File: src/design/ssd_pkg.sv
package ssd_pkg;

	typedef enum logic [2:0] {
		REQ_TICK   = 3'd0,
		REQ_NUMBER = 3'd1,
		REQ_TEXT   = 3'd2,
		REQ_RAW    = 3'd3,
		REQ_DOT    = 3'd4,
		REQ_CLEAR  = 3'd5
	} ssd_req_t;

	typedef enum logic [2:0] {
		ST_IDLE,
		ST_DIV0,
		ST_DIV1,
		ST_DIV2,
		ST_ENC
	} ssd_state_t;

	// Commands from the controller to the datapath.
	typedef struct packed {
		logic       tick;
		logic       num_load;
		logic       text;
		logic       raw;
		logic       dot;
		logic       clear;
		logic       div_step;
		logic [1:0] div_digit;
		logic       encode;
	} ssd_cmd_t;

	// Status from the datapath to the controller.
	typedef struct packed {
		logic out_stall;
		logic pos_ok;
	} ssd_status_t;

	localparam logic [16:0] DIV_RECIP  = 17'd52429;  // 2^19 / 10, rounded up
	localparam logic [9:0]  RAMP_TOP   = 10'd640;
	localparam logic [9:0]  RAMP_STEP  = 10'd8;
	localparam logic [7:0]  BLANK_CODE = 8'hFF;
	localparam logic [7:0]  DOT_SEG    = 8'h10;

	// Character code to active-low segment pattern.
	function automatic logic [7:0] encode_char(input logic [7:0] code, input logic dot);
		logic [7:0] lit;
		logic       blank;
		logic [7:0] pat;
		blank = 1'b0;
		case (code)
			8'd0:  lit = 8'hAF;
			8'd1:  lit = 8'hA0;
			8'd2:  lit = 8'hC7;
			8'd3:  lit = 8'hE5;
			8'd4:  lit = 8'hE8;
			8'd5:  lit = 8'h6D;
			8'd6:  lit = 8'h6F;
			8'd7:  lit = 8'hA1;
			8'd8:  lit = 8'hEF;
			8'd9:  lit = 8'hE9;
			8'h2D: lit = 8'h40;  // minus
			8'h2E: lit = 8'h10;  // period
			8'h41: lit = 8'hEB;
			8'h42: lit = 8'h6E;
			8'h43: lit = 8'h0F;
			8'h44: lit = 8'hE6;
			8'h45: lit = 8'h4F;
			8'h46: lit = 8'h4B;
			8'h47: lit = 8'h6F;
			8'h48: lit = 8'h6A;
			8'h49: lit = 8'h20;
			8'h4C: lit = 8'h0E;
			8'h4E: lit = 8'hAB;
			8'h4F: lit = 8'h66;
			8'h50: lit = 8'hCB;
			8'h52: lit = 8'h42;
			8'h53: lit = 8'h6D;
			8'h54: lit = 8'h4E;
			8'h55: lit = 8'h26;
			8'h56: lit = 8'h26;
			8'h2A: lit = 8'hC9;  // asterisk
			8'h20, 8'hFF: begin
				lit   = 8'h00;
				blank = 1'b1;
			end
			default: lit = 8'h10;
		endcase
		pat = blank ? 8'hFF : ~lit;
		if (dot) begin
			pat = pat & ~DOT_SEG;
		end
		return pat;
	endfunction

endpackage

File: src/design/ssd_ctrl.sv
module ssd_ctrl import ssd_pkg::*; (
	input  logic        clk,
	input  logic        arst_n,
	input  logic        s_tvalid,
	input  logic [2:0]  req_type,
	output logic        s_tready,
	input  ssd_status_t status,
	output ssd_cmd_t    cmd
);

	ssd_state_t state_q;
	ssd_state_t state_n;
	logic       accept;

	assign s_tready = (state_q == ST_IDLE) && !status.out_stall;
	assign accept   = s_tvalid && s_tready;

	always_ff @(posedge clk or negedge arst_n) begin
		if (!arst_n) begin
			state_q <= ST_IDLE;
		end else begin
			state_q <= state_n;
		end
	end

	always_comb begin
		state_n = state_q;
		case (state_q)
			ST_IDLE: begin
				if (accept) begin
					case (req_type)
						REQ_NUMBER:            state_n = ST_DIV0;
						REQ_TEXT, REQ_CLEAR:   state_n = ST_ENC;
						REQ_DOT: begin
							if (status.pos_ok) state_n = ST_ENC;
						end
						default:               state_n = ST_IDLE;
					endcase
				end
			end
			ST_DIV0: state_n = ST_DIV1;
			ST_DIV1: state_n = ST_DIV2;
			ST_DIV2: state_n = ST_ENC;
			ST_ENC:  state_n = ST_IDLE;
			default: state_n = ST_IDLE;
		endcase
	end

	always_comb begin
		cmd = '0;
		case (state_q)
			ST_IDLE: begin
				if (accept) begin
					case (req_type)
						REQ_TICK:   cmd.tick     = 1'b1;
						REQ_NUMBER: cmd.num_load = 1'b1;
						REQ_TEXT:   cmd.text     = 1'b1;
						REQ_RAW:    cmd.raw      = 1'b1;
						REQ_DOT:    cmd.dot      = 1'b1;
						REQ_CLEAR:  cmd.clear    = 1'b1;
						default:    cmd          = '0;
					endcase
				end
			end
			ST_DIV0: begin
				cmd.div_step  = 1'b1;
				cmd.div_digit = 2'd0;
			end
			ST_DIV1: begin
				cmd.div_step  = 1'b1;
				cmd.div_digit = 2'd1;
			end
			ST_DIV2: begin
				cmd.div_step  = 1'b1;
				cmd.div_digit = 2'd2;
			end
			ST_ENC:  cmd.encode = 1'b1;
			default: cmd = '0;
		endcase
	end

endmodule

File: src/design/ssd_datapath.sv
module ssd_datapath import ssd_pkg::*; #(
	parameter int DIGIT_COUNT = 3
) (
	input  logic        clk,
	input  logic        arst_n,
	input  ssd_cmd_t    cmd,
	output ssd_status_t status,
	input  logic [15:0] number_value,
	input  logic [7:0]  text_first,
	input  logic [7:0]  text_second,
	input  logic [7:0]  text_third,
	input  logic [1:0]  position,
	input  logic [7:0]  raw_code,
	input  logic        dot_value,
	input  logic        m_tready,
	output logic        m_tvalid,
	output logic [23:0] m_tdata
);

	localparam int DW        = (DIGIT_COUNT > 1) ? $clog2(DIGIT_COUNT) : 1;
	localparam int IW        = DW + 3;
	localparam int SCAN_LAST = 8 * DIGIT_COUNT - 1;

	logic [7:0]    codes_q    [DIGIT_COUNT];
	logic          dots_q     [DIGIT_COUNT];
	logic [7:0]    patterns_q [DIGIT_COUNT];
	logic [IW-1:0] scan_q;
	logic [9:0]    cmp_q;
	logic [16:0]   work_q;
	logic          m_tvalid_q;
	logic [23:0]   m_tdata_q;

	logic [IW-1:0] scan_n;
	logic [DW-1:0] digit_sel;
	logic [7:0]    seg_mask;
	logic [7:0]    onehot;
	logic [7:0]    seg;
	logic [9:0]    cmp_n;
	logic [33:0]   prod;
	logic [14:0]   quot;
	logic [17:0]   quot10;
	logic [3:0]    rem;
	logic          neg;
	logic [16:0]   mag;
	logic [7:0]    txt  [3];
	logic          run  [3];
	logic [7:0]    text_codes [DIGIT_COUNT];
	logic          pos_ok;

	// scan advance and segment select
	assign scan_n    = (scan_q == IW'(SCAN_LAST)) ? '0 : scan_q + 1'b1;
	assign digit_sel = scan_n[IW-1:3];
	assign seg_mask  = ~(8'd1 << scan_n[2:0]);
	assign onehot    = 8'd1 << digit_sel;
	assign seg       = patterns_q[digit_sel] | seg_mask;
	assign cmp_n     = (cmp_q == RAMP_TOP) ? RAMP_STEP : cmp_q + RAMP_STEP;

	// divide by ten through the reciprocal; exact for values below 2^17
	assign prod   = 34'(work_q) * 34'(DIV_RECIP);
	assign quot   = prod[33:19];
	assign quot10 = 18'({quot, 3'b000}) + 18'({quot, 1'b0});
	assign rem    = work_q[3:0] - quot10[3:0];

	assign neg = number_value[15];
	assign mag = neg ? (17'h10000 - {1'b0, number_value}) : {1'b0, number_value};

	assign pos_ok           = int'(position) < DIGIT_COUNT;
	assign status.pos_ok    = pos_ok;
	assign status.out_stall = m_tvalid_q && !m_tready;

	// text fills from the leftmost digit, stopping at the first zero code
	always_comb begin
		int k;
		txt[0] = text_first;
		txt[1] = text_second;
		txt[2] = text_third;
		run[0] = (text_first != 8'd0);
		run[1] = run[0] && (text_second != 8'd0);
		run[2] = run[1] && (text_third != 8'd0);
		for (int i = 0; i < DIGIT_COUNT; i++) begin
			k = DIGIT_COUNT - 1 - i;
			text_codes[i] = BLANK_CODE;
			if (k < 3) begin
				if (run[k[1:0]]) text_codes[i] = txt[k[1:0]];
			end
		end
	end

	always_ff @(posedge clk or negedge arst_n) begin
		if (!arst_n) begin
			for (int i = 0; i < DIGIT_COUNT; i++) begin
				codes_q[i]    <= 8'd0;
				dots_q[i]     <= 1'b0;
				patterns_q[i] <= 8'hFF;
			end
			scan_q     <= '0;
			cmp_q      <= '0;
			work_q     <= '0;
			m_tvalid_q <= 1'b0;
			m_tdata_q  <= '0;
		end else begin
			if (cmd.tick) begin
				scan_q     <= scan_n;
				cmp_q      <= cmp_n;
				m_tvalid_q <= 1'b1;
				m_tdata_q  <= {3'b000, cmp_n, onehot[2:0], seg};
			end else if (m_tready) begin
				m_tvalid_q <= 1'b0;
			end

			if (cmd.num_load) begin
				work_q <= mag;
				for (int i = 0; i < DIGIT_COUNT; i++) begin
					if (neg) dots_q[i] <= 1'b1;
					else if (i != 0) dots_q[i] <= 1'b0;
				end
			end

			if (cmd.div_step) begin
				work_q <= {2'b00, quot};
				for (int i = 0; i < DIGIT_COUNT; i++) begin
					if (int'(cmd.div_digit) == i) codes_q[i] <= {4'd0, rem};
				end
			end

			if (cmd.text) begin
				for (int i = 0; i < DIGIT_COUNT; i++) begin
					codes_q[i] <= text_codes[i];
					dots_q[i]  <= 1'b0;
				end
			end

			if (cmd.clear) begin
				for (int i = 0; i < DIGIT_COUNT; i++) begin
					codes_q[i] <= BLANK_CODE;
					dots_q[i]  <= 1'b0;
				end
			end

			if (cmd.dot) begin
				for (int i = 0; i < DIGIT_COUNT; i++) begin
					if (int'(position) == i) dots_q[i] <= dot_value;
				end
			end

			if (cmd.raw) begin
				for (int i = 0; i < DIGIT_COUNT; i++) begin
					if (int'(position) == i) patterns_q[i] <= encode_char(raw_code, dot_value);
				end
			end

			if (cmd.encode) begin
				for (int i = 0; i < DIGIT_COUNT; i++) begin
					patterns_q[i] <= encode_char(codes_q[i], dots_q[i]);
				end
			end
		end
	end

	assign m_tvalid = m_tvalid_q;
	assign m_tdata  = m_tdata_q;

endmodule

File: src/design/seven_segment_scan_display_core.sv
// Multiplexed seven-segment driver, one segment of one digit lit per scan tick.
// Input stream: s_tuser carries the request kind (tick, number, text, raw char,
// dot write, clear); s_tdata carries the request operands. One word per request.
// Output stream: each tick request yields one word with the active-low segment
// byte, the one-hot digit enable and the next timer compare value (8..640).
// Every other request yields no output word.
// Sequencing: a tick, raw char write or unknown request completes in the idle state,
// and a tick's output word is registered and valid the cycle after acceptance.
// A text, clear or in-range dot write runs as an update, then a re-encode of
// all digits through the character table. A number runs as one load, three
// divide-by-ten steps on the shared reciprocal multiplier and one re-encode.
// s_tready stays low while those steps run.
// Reset clears all codes and dots, blanks every pattern and zeroes the scan
// index and the compare ramp; no output word is pending after reset.
// When the receiver stalls, the output word holds and further requests wait
// until the pending word is taken; a word taken in the same cycle frees the
// slot for the next tick at once.
module seven_segment_scan_display_core import ssd_pkg::*; #(
	parameter int DIGIT_COUNT = 3
) (
	input  logic        clk,
	input  logic        arst_n,
	input  logic        s_tvalid,
	output logic        s_tready,
	// number_value[15:0], text_first[23:16], text_second[31:24], text_third[39:32],
	// position[41:40], raw_code[49:42], dot_value[50], zero fill[55:51]
	input  logic [55:0] s_tdata,
	// req_type[2:0]
	input  logic [2:0]  s_tuser,
	output logic        m_tvalid,
	input  logic        m_tready,
	// segment_bits[7:0], digit_enable[10:8], compare_value[20:11], zero fill[23:21]
	output logic [23:0] m_tdata
);

	ssd_cmd_t    cmd;
	ssd_status_t status;

	// controller: sequence each request, drive handshake toward the source
	ssd_ctrl u_ctrl (
		.clk      (clk),
		.arst_n   (arst_n),
		.s_tvalid (s_tvalid),
		.req_type (s_tuser),
		.s_tready (s_tready),
		.status   (status),
		.cmd      (cmd)
	);

	// datapath: display state, digit split, encoder and output register
	ssd_datapath #(
		.DIGIT_COUNT (DIGIT_COUNT)
	) u_datapath (
		.clk          (clk),
		.arst_n       (arst_n),
		.cmd          (cmd),
		.status       (status),
		.number_value (s_tdata[15:0]),
		.text_first   (s_tdata[23:16]),
		.text_second  (s_tdata[31:24]),
		.text_third   (s_tdata[39:32]),
		.position     (s_tdata[41:40]),
		.raw_code     (s_tdata[49:42]),
		.dot_value    (s_tdata[50]),
		.m_tready     (m_tready),
		.m_tvalid     (m_tvalid),
		.m_tdata      (m_tdata)
	);

	// a number request holds off the next word while the digits are split
	assert property (@(posedge clk) disable iff (!arst_n)
		(s_tvalid && s_tready && s_tuser == REQ_NUMBER) |=> !s_tready)
		else $error("input accepted during digit split");

	// a tick always produces an output word on the next cycle
	assert property (@(posedge clk) disable iff (!arst_n)
		(s_tvalid && s_tready && s_tuser == REQ_TICK) |=> m_tvalid)
		else $error("tick accepted without output word");

	// compare ramp stays on multiples of 8 within 8..640
	assert property (@(posedge clk) disable iff (!arst_n)
		m_tvalid |-> (m_tdata[13:11] == 3'd0 && m_tdata[20:11] != 10'd0
			&& m_tdata[20:11] <= RAMP_TOP))
		else $error("compare value off ramp");

	// at most one digit enabled per output word
	assert property (@(posedge clk) disable iff (!arst_n)
		m_tvalid |-> $onehot0(m_tdata[10:8]))
		else $error("digit enable not one-hot");

endmodule
File: config.mk
export PLATFORM = sky130hd
export DESIGN_NAME = seven_segment_scan_display_core
export DESIGN_NICKNAME = d
export VERILOG_FILES = /design/src/design/ssd_pkg.sv /design/src/design/ssd_ctrl.sv /design/src/design/ssd_datapath.sv /design/src/design/seven_segment_scan_display_core.sv
export SDC_FILE = /design/constraint.sdc
export NUM_CORES = 1
export LEC_CHECK = 0
export BUFFER_PORTS_ARGS = -buffer_cell sky130_fd_sc_hd__buf_2
export CELL_PAD_IN_SITES_DETAIL_PLACEMENT = 1
export CELL_PAD_IN_SITES_GLOBAL_PLACEMENT = 1
export CORE_MARGIN = 4
export CORE_UTILIZATION = 51
export DETAILED_ROUTE_END_ITERATION = 8
export HOLD_SLACK_MARGIN = 0.06
export PLACE_DENSITY_LB_ADDON = 0.08
export SYNTH_ARGS = -nofsm -noshare
export SYNTH_HDL_FRONTEND = slang
export SYNTH_SLANG_ARGS = --single-unit
File: constraint.sdc
create_clock -name clk -period 13.35 [get_ports clk]
set_input_delay 2.0025 -clock clk [delete_from_list [all_inputs] [get_ports clk]]
set_output_delay 2.0025 -clock clk [all_outputs]
set_load 0.05 [all_outputs]
==> impl_metrics.yaml <==
timing:
  hold_violations: 0
  finalSetupViolations: 0
  worst_hold_slack_ns: 0.475
  worst_slack_ns: 6.36
  fin_crit_sh_pct: 52.4
  max_freq_ghz: 0.143
  finalSetupTns_ns: 0
  worst_pin_slew_ns: 1.13
  report.final.slew_viol_count: 0
  post-route-min-period_ns: 6.99
  rsz0062_at_grt: "no"
  slew_margin_rel_pct: 24.2
  fin_skew_ns: 0.0117
clocking:
  cts_inserted_buffers: 9
  cts-root-buf: "sky130_fd_sc_hd__clkbuf_16"
  cts_setup_buffers: 0
  cts-htree-levels: 3
  postCtsHoldBufs: 0
  insertion_delay_ns: 0.36
  tritoncts: "done"
  clkTransAtPathRegs_ns: 0.07
  cts.sink_count: 95
  cts.path.max_buffers: 2
  ctsResizeCount: 0
grt:
  total_global_route_track_usage_pct: 30.8
  antenna_found_initial: 0
  grt_first_pass_wirelength_um: 65300
  globalRouteOverflowTotal: 0
  grt_max_degree: 66
  grt_pass1_vias: 12100
final_layout:
  drive_gt1_share_pct: 9.17
  antennaDiodeCount: 0
  area.sequential_um2: 2410
  multiInputGateArea_um2: 8970
  area_delta_synth_final_pct: 6.93
  layout.filler_cells: 2931
  layout.nets: 1849
  finalInstanceArea_um2: 13300
synth:
  synth_async_sr_flop_share_pct: 100
  postSynthRegisterBits: 95
  synth.cell_area_um2: 12400
  synth_sequential_area_ratio_pct: 19.4
  yosys_most_used_dff: "sky130_fd_sc_hd__dfrtp_1"
  synthesis.area_per_instance_um2: 8.09
  synth_edf_count: 0
  yosys_warnings: 0
  cells_after_synthesis: 1533
  synth.lib_cells_used.distinct: 74
route:
  met2_wirelength_um: 19600
  met1Wirelength_um: 17200
  via_count: 11500
  drtIter0Drc: 740
  drt.antenna.violating_nets: 0
  highest_layer: "met4"
  dr.pass1.iters: 5
  detail_route.wirelength_um: 40400
  met3WireLength_um: 1650
  drt-vias-per-instance: 6.15
  remaining_drc_errors: 0
  detail_route.wl_per_cell_um: 21.5
die:
  fp.dieW_um: 164
  fp.coreArea_um2: 23700
  floorplan.rows: 56
  die_height_um: 164
  dieArea_um2: 26900
  ios: 89
  starting_utilization_of_the_core_area_pct: 52.3
setup_path:
  slowest_stage: "sky130_fd_sc_hd__fa_1"
  path_delay_family: "adder cells"
  timing.critical_path.depth: 21
  crit_required_ns: 13.62
  rrSetupSlack_ns: 6.36
  worstPathBufferInverterCount: 4
  worstSetupStartpointType: "flip-flop"
  cp_data_arrival_time_ns: 7.26
  critical_path.max_fanout: 6
  timing.critical_path.cells: "ha_1 -> inv_1 -> fa_1 -> inv_1 -> fa_1 -> fa_1 -> fa_1 -> inv_1 -> fa_1 -> inv_1 -> ha_1 -> a21oi_1 -> o2111ai_1 -> a21boi_0 -> xnor2_1 -> ha_1 -> and2_1 -> o21a_1 -> or3_1 -> a21o_1 -> a41oi_1"
  critical_path.most_common_cell: "sky130_fd_sc_hd__fa_1"
  criticalPathCategory: "flip-flop to flip-flop"
  reg2regPathDepth: 21
  cp-end-kind: "flip-flop"
  critical-path-max-stage-delay_ns: 0.59
hold_path:
  hp-class: "flip-flop to flip-flop"
  timing.hold.worst_path_depth: 2
place:
  globalplace.congestion: 0.936
  placedInstanceArea_um2: 12900
  count_of_buffers_inserted_at_the_top_level_ports: 77
  place_worst_setup_slack_ns: 6.48
  post-dp-hpwl_um: 32400
flow_run:
  cap_viol_max_count: 0
run_status:
  run_status: "completed"
metrics by stage:
step	utilization [%]	std cells
2_1_floorplan	-	1538
3_3_place_gp	54.6	1862
3_5_place_dp	54.6	1862
4_1_cts	56.0	1878
5_1_grt	56.0	1878
6_report	56.0	1878
worst register-to-register path, stage by stage (launching register included):
cell                        delay [ns]
sky130_fd_sc_hd__dfrtp_1          0.52
sky130_fd_sc_hd__ha_1             0.45
sky130_fd_sc_hd__inv_1            0.09
sky130_fd_sc_hd__fa_1             0.59
sky130_fd_sc_hd__inv_1            0.08
sky130_fd_sc_hd__fa_1             0.53
sky130_fd_sc_hd__fa_1             0.53
sky130_fd_sc_hd__fa_1             0.54
sky130_fd_sc_hd__inv_1            0.05
sky130_fd_sc_hd__fa_1             0.52
sky130_fd_sc_hd__inv_1            0.04
sky130_fd_sc_hd__ha_1             0.36
sky130_fd_sc_hd__a21oi_1          0.24
sky130_fd_sc_hd__o2111ai_1        0.18
sky130_fd_sc_hd__a21boi_0         0.31
sky130_fd_sc_hd__xnor2_1          0.32
sky130_fd_sc_hd__ha_1             0.37
sky130_fd_sc_hd__and2_1           0.17
sky130_fd_sc_hd__o21a_1           0.18
sky130_fd_sc_hd__or3_1            0.37
sky130_fd_sc_hd__a21o_1           0.25
sky130_fd_sc_hd__a41oi_1          0.20
layer usage:
metal	vias to the layer above	global-route usage (%)
li1	5382	-
met1	5779	39.9
met2	284	52.0
met3	101	4.24
met4	0	12.7
met5	-	0
sequential cells by signal (all words and copies together), names as in the netlist:
signal and cells:
u_datapath.codes_q 24, u_datapath.scan_q 5, u_datapath.patterns_q 24, u_datapath.cmp_q 6, u_datapath.m_tdata 12, u_datapath.m_tvalid 1
u_datapath.work_q 17, u_datapath.dots_q 3, u_ctrl.state_q 3
placed cells by master, fill, tap and decap left out, drive strengths merged, types with 13 or more instances in the layout:
master	netlist	routed
inv	190	192
ha	145	145
nand2	142	142
nor2	126	126
a21oi	109	109
o21ai	97	97
fa	87	87
buf	17	85
dfrtp	71	71
o211ai	39	39
a31oi	37	37
nand3	36	36
nor3	25	25
dfstp	24	24
nand4	23	23
xnor2	23	23
xor2	23	23
nand2b	21	21
nor2b	19	19
nor4	15	15
a21o	14	14
mux2i	13	13
or3	13	13
logic make-up (layout without fill, tap and decap cells):
family	count (synthesis)	after routing	share of synthesized area, %
and+or+nand+nor	476	476	18.8
other	1	6	0.0303
buffers and inverters	271	292	8.43
xor gates and xnor gates	46	46	3.25
muxes	18	18	1.50
adders and majority gates	232	232	28.7
DFF	95	95	19.4
AOI/OAI and AO/OA	394	394	19.9
Yosys cell counts (all sizes together) (5+ instances only):
master  number  share of area [%]
nand2      142                4.3
a21o        14               0.85
nand2b      21                1.1
nor4        15               0.91
ha         145                 15
o211ai      39                2.4
o21a        10               0.61
mux2i       13                1.0
xor2        23                1.6
fa          87                 14
o311ai       6               0.42
or3         13               0.74
or4          9               0.55
a211oi      10               0.61
xnor2       23                1.6
nand3       36                1.5
nand4       23                1.2
inv        190                5.8
nand3b       7               0.42
a41oi        7               0.49
o31ai       11               0.67
dfstp       24                5.1
a21oi      109                4.4
nor2       126                3.8
o21ai       97                3.9
and2         6               0.30
nor3b        7               0.42
mux2         5               0.45
nor3        25                1.0
buf         17               0.74
nor2b       19               0.96
and3        10               0.50
a31oi       37                1.9
o22ai        9               0.45
dfrtp       71                 14
nor4b        6               0.42
clkbuf      63                1.9
a22oi        6               0.36
worst paths after layout:
| kind | start | end |
|---|---|---|
| hold reg to reg | u_datapath.m_tdata[9]$_DFFE_PN0P_ | u_datapath.m_tdata[9]$_DFFE_PN0P_ |
| setup / recovery | u_datapath.work_q[6]$_DFFE_PN0P_ | u_datapath.codes_q[11]$_DFFE_PN0P_ |
| min in group asynchronous | arst_n | u_datapath.scan_q[3]$_DFFE_PN0P_ |
| setup reg to reg | u_datapath.work_q[6]$_DFFE_PN0P_ | u_datapath.codes_q[11]$_DFFE_PN0P_ |
| max in group asynchronous | arst_n | u_datapath.work_q[6]$_DFFE_PN0P_ |
| hold / removal | u_datapath.m_tdata[9]$_DFFE_PN0P_ | u_datapath.m_tdata[9]$_DFFE_PN0P_ |
cell type report:
| class | count | area share, % |
|---|---|---|
| tap | 319 | 3.01 |
| clock inverter | 4 | 0.255 |
| clock buffer | 12 | 2.10 |
| timing repair buffer | 85 | 3.38 |
| multi-input combinational | 1172 | 67.7 |
| inverter | 191 | 5.41 |
| sequential | 95 | 18.2 |
Power is left out: the tool's default activity adds up to more than one toggle a clock period on the data nets, which glitch-free logic cannot reach.
